## src/hw/rtl/cobsdec_pkg.sv

```systemverilog
// cobsdec_pkg: shared constants and the result record of the cobs stream frame decoder
// no dependencies; used by cobsdec_core, cobsdec_out_stage and cobs_stream_frame_decoder
`default_nettype none

package cobsdec_pkg;

   localparam int ByteWidth     = 8;
   localparam int FrameLenWidth = 16;

   // frame byte counter saturates here
   localparam int MaxFrameCount = 65535;
   localparam int CountWidth    = $clog2(MaxFrameCount + 1);

   // code byte that announces a run with no stuffed delimiter after it
   localparam logic [ByteWidth-1:0] LongCode = 8'hFF;

   typedef struct packed {
      logic                     data_valid;
      logic [ByteWidth-1:0]     data_byte;
      logic                     frame_done;
      logic [FrameLenWidth-1:0] frame_length;
      logic                     hunting;
   } result_type;

endpackage

`default_nettype wire

```

## src/hw/rtl/cobsdec_core.sv

```systemverilog
// cobsdec_core: decode state machine, one encoded byte per accepted transaction
// depends on cobsdec_pkg
`default_nettype none

module cobsdec_core (
   input  wire logic                                 clock,
   input  wire logic                                 reset,
   input  wire logic                                 byte_accept,
   input  wire logic [cobsdec_pkg::ByteWidth-1:0]    in_byte,
   input  wire logic [cobsdec_pkg::ByteWidth-1:0]    delimiter,
   output cobsdec_pkg::result_type                   result
);

   typedef enum logic [1:0] {
      PHASE_HUNT,
      PHASE_CODE,
      PHASE_RUN,
      PHASE_STUFF
   } phase_type;

   localparam logic [cobsdec_pkg::CountWidth-1:0] CountMax =
      cobsdec_pkg::CountWidth'(cobsdec_pkg::MaxFrameCount);
   localparam logic [cobsdec_pkg::FrameLenWidth-1:0] LenMax = '1;

   phase_type                                 phase_ff, phase_in;
   logic [cobsdec_pkg::ByteWidth-1:0]         run_left_ff, run_left_in;
   logic                                      long_run_ff, long_run_in;
   logic [cobsdec_pkg::CountWidth-1:0]        count_ff, count_in;

   logic                                      is_delim;
   logic [cobsdec_pkg::ByteWidth-1:0]         code_left;
   logic                                      code_long;
   phase_type                                 code_phase;
   logic [cobsdec_pkg::ByteWidth-1:0]         run_dec;
   logic [cobsdec_pkg::CountWidth-1:0]        count_inc;
   logic [cobsdec_pkg::FrameLenWidth-1:0]     length_sat;

   assign is_delim  = (in_byte == delimiter);

   // code byte set-up, a code of zero reads as an empty run
   assign code_left  = (in_byte == '0) ? '0 : in_byte - 1'b1;
   assign code_long  = (in_byte == cobsdec_pkg::LongCode);
   assign code_phase = (code_left == '0) ? PHASE_STUFF : PHASE_RUN;

   assign run_dec   = (run_left_ff == '0) ? '0 : run_left_ff - 1'b1;
   assign count_inc = (count_ff < CountMax) ? count_ff + 1'b1 : count_ff;

   always_comb begin
      if (32'(count_ff) > 32'(LenMax)) begin
         length_sat = LenMax;
      end else begin
         length_sat = cobsdec_pkg::FrameLenWidth'(count_ff);
      end
   end

   always_comb begin
      phase_in    = phase_ff;
      run_left_in = run_left_ff;
      long_run_in = long_run_ff;
      count_in    = count_ff;
      result      = '0;
      unique case (phase_ff)
         PHASE_HUNT: begin
            result.hunting = 1'b1;
            if (is_delim) begin
               phase_in = PHASE_CODE;
            end
         end
         PHASE_CODE: begin
            if (is_delim) begin
               result.frame_done   = 1'b1;
               result.frame_length = length_sat;
               count_in            = '0;
            end else begin
               run_left_in = code_left;
               long_run_in = code_long;
               phase_in    = code_phase;
            end
         end
         PHASE_RUN: begin
            result.data_valid = 1'b1;
            result.data_byte  = in_byte;
            count_in          = count_inc;
            run_left_in       = run_dec;
            if (run_dec == '0) begin
               phase_in = long_run_ff ? PHASE_CODE : PHASE_STUFF;
            end
         end
         PHASE_STUFF: begin
            if (is_delim) begin
               result.frame_done   = 1'b1;
               result.frame_length = length_sat;
               count_in            = '0;
               phase_in            = PHASE_CODE;
            end else begin
               result.data_valid = 1'b1;
               result.data_byte  = delimiter;
               count_in          = count_inc;
               run_left_in       = code_left;
               long_run_in       = code_long;
               phase_in          = code_phase;
            end
         end
         default: begin
            phase_in = PHASE_HUNT;
         end
      endcase
   end

   always_ff @(posedge clock) begin
      if (reset) begin
         phase_ff    <= PHASE_HUNT;
         run_left_ff <= '0;
         long_run_ff <= 1'b1;
         count_ff    <= '0;
      end else if (byte_accept) begin
         phase_ff    <= phase_in;
         run_left_ff <= run_left_in;
         long_run_ff <= long_run_in;
         count_ff    <= count_in;
      end
   end

endmodule

`default_nettype wire

```

## src/hw/rtl/cobsdec_out_stage.sv

```systemverilog
// cobsdec_out_stage: result register with valid/ready towards the receiver
// depends on cobsdec_pkg
`default_nettype none

module cobsdec_out_stage (
   input  wire logic                    clock,
   input  wire logic                    reset,
   input  wire logic                    in_valid,
   output logic                         in_ready,
   input  wire cobsdec_pkg::result_type in_result,
   output logic                         out_valid,
   input  wire logic                    out_ready,
   output cobsdec_pkg::result_type      out_result
);

   logic                    valid_ff, valid_in;
   cobsdec_pkg::result_type result_ff;
   logic                    load;

   // free slot, or the held result leaves in this cycle
   assign in_ready = !valid_ff || out_ready;
   assign load     = in_valid && in_ready;
   assign valid_in = load || (valid_ff && !out_ready);

   always_ff @(posedge clock) begin
      if (reset) begin
         valid_ff <= 1'b0;
      end else begin
         valid_ff <= valid_in;
      end
   end

   always_ff @(posedge clock) begin
      if (load) begin
         result_ff <= in_result;
      end
   end

   assign out_valid  = valid_ff;
   assign out_result = result_ff;

endmodule

`default_nettype wire

```

## src/hw/rtl/cobs_stream_frame_decoder.sv

```systemverilog
// cobs_stream_frame_decoder: top level of the byte-wide cobs deframer
// depends on cobsdec_pkg, cobsdec_core and cobsdec_out_stage
//
// usage
//   req channel: one encoded link byte per transaction (req_in_byte)
//   rsp channel: exactly one result transaction per request transaction,
//     in order: decoded byte (data_valid/data_byte), end of frame with its
//     saturating length (frame_done/frame_length), and a hunting flag for
//     bytes taken before and including the first delimiter
//   csr port: csr_wr_en writes csr_wr_data into the delimiter register at
//     once; write it only while no transaction is in flight
// latency: a result appears on rsp one cycle after its byte is taken
// throughput: one byte per cycle; the decode is a few compares and a
//   decrement between the decode state and the result register
// stall: req_ready stays high while the result register is empty or is
//   being emptied; a stalled receiver holds one result and backs up req
// reset: synchronous, active high; clears the result register, puts the
//   decoder back into the hunt for a delimiter and sets the delimiter to zero
`default_nettype none

module cobs_stream_frame_decoder (
   input  wire logic                                     clock,
   input  wire logic                                     reset,
   // encoded byte transactions
   input  wire logic                                     req_valid,
   output logic                                          req_ready,
   input  wire logic [cobsdec_pkg::ByteWidth-1:0]        req_in_byte,
   // decoded result transactions
   output logic                                          rsp_valid,
   input  wire logic                                     rsp_ready,
   output logic                                          rsp_data_valid,
   output logic [cobsdec_pkg::ByteWidth-1:0]             rsp_data_byte,
   output logic                                          rsp_frame_done,
   output logic [cobsdec_pkg::FrameLenWidth-1:0]         rsp_frame_length,
   output logic                                          rsp_hunting,
   // delimiter register write
   input  wire logic                                     csr_wr_en,
   input  wire logic [cobsdec_pkg::ByteWidth-1:0]        csr_wr_data
);

   logic [cobsdec_pkg::ByteWidth-1:0] delimiter_ff, delimiter_in;
   logic                              byte_accept;
   cobsdec_pkg::result_type           core_result;
   cobsdec_pkg::result_type           rsp_result;

   // delimiter register, no read-back
   assign delimiter_in = csr_wr_en ? csr_wr_data : delimiter_ff;

   always_ff @(posedge clock) begin
      if (reset) begin
         delimiter_ff <= '0;
      end else begin
         delimiter_ff <= delimiter_in;
      end
   end

   // decode state moves only when a byte transaction completes
   assign byte_accept = req_valid && req_ready;

   cobsdec_core u_core (
      .clock       (clock),
      .reset       (reset),
      .byte_accept (byte_accept),
      .in_byte     (req_in_byte),
      .delimiter   (delimiter_ff),
      .result      (core_result)
   );

   // result register parts the two channels
   cobsdec_out_stage u_out_stage (
      .clock      (clock),
      .reset      (reset),
      .in_valid   (req_valid),
      .in_ready   (req_ready),
      .in_result  (core_result),
      .out_valid  (rsp_valid),
      .out_ready  (rsp_ready),
      .out_result (rsp_result)
   );

   assign rsp_data_valid   = rsp_result.data_valid;
   assign rsp_data_byte    = rsp_result.data_byte;
   assign rsp_frame_done   = rsp_result.frame_done;
   assign rsp_frame_length = rsp_result.frame_length;
   assign rsp_hunting      = rsp_result.hunting;

endmodule

`default_nettype wire
```

## config.mk

```make
export PLATFORM = sky130hd
export DESIGN_NAME = cobs_stream_frame_decoder
export DESIGN_NICKNAME = d
export VERILOG_FILES = /design/src/hw/rtl/cobsdec_pkg.sv /design/src/hw/rtl/cobsdec_core.sv /design/src/hw/rtl/cobsdec_out_stage.sv /design/src/hw/rtl/cobs_stream_frame_decoder.sv
export SDC_FILE = /design/constraint.sdc
export NUM_CORES = 1
export LEC_CHECK = 0
export ABC_AREA = 1
export BUFFER_PORTS_ARGS = -buffer_cell sky130_fd_sc_hd__buf_2
export CORE_ASPECT_RATIO = 0.8
export CORE_MARGIN = 4
export CORE_UTILIZATION = 45
export DETAILED_ROUTE_END_ITERATION = 6
export MAX_ROUTING_LAYER = met4
export PLACE_DENSITY = 0.7
export SLEW_MARGIN = 40
export SYNTH_ARGS = -nofsm -noshare
export SYNTH_HDL_FRONTEND = slang
export SYNTH_SLANG_ARGS = --single-unit
export TNS_END_PERCENT = 30
```

## constraint.sdc

```tcl
create_clock -name clock -period 4.1 [get_ports clock]
set_input_delay 0.615 -clock clock [delete_from_list [all_inputs] [get_ports clock]]
set_output_delay 0.615 -clock clock [all_outputs]
set_load 0.005 [all_outputs]
```

==> run metrics <==
Synth cell types=34; register bit total from synthesis=63; post-synthesis sequential area ratio=42.9%; commonest non-fill, non-tap cell in the layout=nand2_1; Psw=345 µW; io pins=50; GR peak layer=met2; number of buffers created by CTS=9; R2R setup slack=2.08 ns; syn nets=513; vias in the first global route=3,006; Reg clk slew, reported paths=0.07 ns; PostCTS Resize Cnt=0; Setup crit end=u_core.run_left_ff[4]; leakage=1.81 nW; CTS H-tree lvls=3; Pint=991 µW; CP Launch Type=primary input; Req. time, crit path=4.33 ns; gr ovfl total=0; Crit Path Max Fanout=17; Via Count=3,377; Gate power share=11.1%; Initial Util=47.2%; drt initial violations=215; endpoint class of the critical path=flip-flop; first-pass iteration count of the detailed router=6; CP bufs+invs=4; crit share post-route=50.7%; cell chain of the critical path=buf_2 -> inv_1 -> nand2_1 -> nand2_1 -> nand3_1 -> nor2_2 -> nand2_4 -> inv_2 -> nand2_4 -> nand3_4 -> inv_1 -> o21ai_0 -> nor2_1; Post-Place Cells=630; skew final=0.0140 ns; unrepaired setup endpoints after global routing=false; P&R area growth vs syn=14.1%; fin. max-slew vios=0; r2r endpoint=u_core.count_ff[7]; Rows=28; Sum Neg Setup Slack=0 ns; WP depth=13; DRC=0; final hold viol count=0; NumNets Final=563; first-pass GRT wire length=14,600 µm; drt wl/cell=13.4 µm; Synth Cell Area=0.00357 mm²; DPL Wire Length=6500 µm; clk buf depth=2; pin count of the biggest net entering global routing=22; Sink Count=63; synth warn=0; PwrDens=328 mW/mm²; max_slew headroom=62.5%; worst-skew pair later-pin latency=0.34 ns; Clock Power Share=37.8%; outcome=complete, no violations; Setup crit start=req_in_byte[1]; MaxCap Viol Count=0; crit path DAT=2.31 ns; input/output buffers=49; root buf cell=clkbuf_8; met2 usage=29.1%; Peak supply drop=0.196 mV; Finish-stage setup viols=0; GPL Wtd Cong=0.990; crit-path max cell delay=0.21 ns; DR vias/cell=5.23; post-CTS setup buffers=0; Achievable Freq=481 MHz; Final Util=53.8%; Synth Instances=486; ant diodes=0; hold_buf cts=0; CP top delay family=simple AND/OR/NAND/NOR gates; initial antenna violation count=0; die width=108 µm; FF-to-FF path depth=7; TritonCTS clock tree=yes; Total GRT Usage=20.0%; Crit Path Class=primary input to flip-flop; core footprint=0.00757 mm²; Cell Count, Final, Fillers Out=646; Routed Antenna Nets=0; layout cells sized above 1=16.3%; drt total wl=8670 µm; Flop pwr share=51.1%; M1 GR Usage=28.2%; slowest CP cell=nor2_2; commonest cells after routing, fill and taps aside=116 x nand2_1, 64 x inv_1, 55 x nor2_1; R2R Path Start=u_core.phase_ff[0]; Die Ht=87.7 µm; Min-Delay Path Class=flip-flop to flip-flop; grt met3 use=4.05%; die area=0.00943 mm²; worst-margin pin slew=0.562 ns; Synth Area per Inst=7.35 µm²; Sw Share=25.8%; Final min period=2.08 ns
[per-stage QoR]
| step | instance area, µm² | hold slack, ns | power (mW) | worst slack [ns] |
|---|---|---|---|---|
| after floorplan | 3570 | 0.442 | 0.788 | 1.90 |
| after CTS | 4070 | 0.485 | 1.35 | 2.02 |
| final | 4070 | 0.490 | 1.34 | 2.02 |
| after detailed placement | 3890 | 0.470 | 0.842 | 1.66 |
| after global placement | 3890 | 0.471 | 0.842 | 1.70 |
| after global routing | 4070 | 0.512 | 1.40 | 1.80 |
[how the worst min path moves through the flow]
stage                                from                    end  slack [ns]  cells after the start
finish              u_core.run_left_ff[7]  u_core.run_left_ff[7]        0.49                      2
global route           u_core.count_ff[9]     u_core.count_ff[9]        0.51                      2
CTS                    u_core.long_run_ff     u_core.long_run_ff        0.49                      2
global placement       u_core.count_ff[6]     u_core.count_ff[6]        0.47                      2
floorplan              u_core.long_run_ff     u_core.long_run_ff        0.44                      2
detailed placement     u_core.long_run_ff     u_core.long_run_ff        0.47                      2
[cell usage after synthesis (all sizes together)]
cell type | n | area [µm²]
o31ai | 4 | 30.0
buf | 6 | 47.5
inv | 69 | 259
o21ai | 30 | 150
nand2 | 122 | 493
a31oi | 1 | 6.26
nor3 | 7 | 46.3
ha | 6 | 75.1
a211oi | 1 | 7.51
edfxtp | 27 | 811
dfxtp | 36 | 721
o32ai | 8 | 70.1
a21boi | 1 | 7.51
nor4 | 1 | 6.26
o2111ai | 1 | 8.76
nor2 | 63 | 262
mux2i | 1 | 10.0
nand3 | 47 | 248
clkinv | 1 | 3.75
xor2 | 5 | 43.8
clkbuf | 5 | 18.8
a21oi | 32 | 164
nand4 | 12 | 81.3
[state kept, by name, summed over array words and instances, names as in the netlist]
name	cells
delimiter_ff	8
u_core.long_run_ff	1
u_out_stage.out_result	27
u_core.phase_ff	2
u_core.count_ff	16
u_core.run_left_ff	8
u_out_stage.out_valid	1
[layout make-up]
| class | count | area [µm²] |
|---|---|---|
| fill | 783 | 3490 |
| multi-input combinational | 342 | 1710 |
| sequential | 63 | 1530 |
| inverter | 70 | 263 |
| timing repair buffer | 50 | 253 |
| clock buffer | 13 | 169 |
| tap | 105 | 131 |
| clock inverter | 3 | 17.5 |
[cell families (layout without fill, tap and decap cells)]
group,Yosys count,in the layout,share of synthesized area [%]
mux,1,1,0.280
compound gates,78,78,12.4
xor+xnor,5,5,1.23
buf+inv,81,136,9.22
fa+ha+maj,6,6,2.10
flops,63,63,42.9
simple gates,252,252,31.8
[power by group through the flow]
stage / logic [mW] / clock network [mW] / registers, mW
after global placement: 0.146 / 0 / 0.697
after floorplan: 0.0909 / 0 / 0.697
after detailed placement: 0.146 / 0 / 0.696
after CTS: 0.147 / 0.521 / 0.683
after global routing: 0.168 / 0.546 / 0.685
final: 0.148 / 0.506 / 0.683
[layer usage]
layer | wire, µm | part of all wire, % | vias up
met1 | 4330 | 50 | 1548
met3 | 549 | 6.3 | 11
met2 | 3700 | 43 | 107
met5 | 0 | 0 | -
li1 | - | - | 1711
met4 | 88 | 1.0 | 0
[worst reg2reg max path, stage by stage, from the launching register on]
cell,delay [ns]
dfxtp_1,0.59
clkinv_1,0.53
nor2_4,0.32
nand2_4,0.08
nand2_4,0.11
inv_2,0.13
nand2_1,0.09
a21oi_1,0.05
Note: power is estimated with default switching activity, not from simulation.
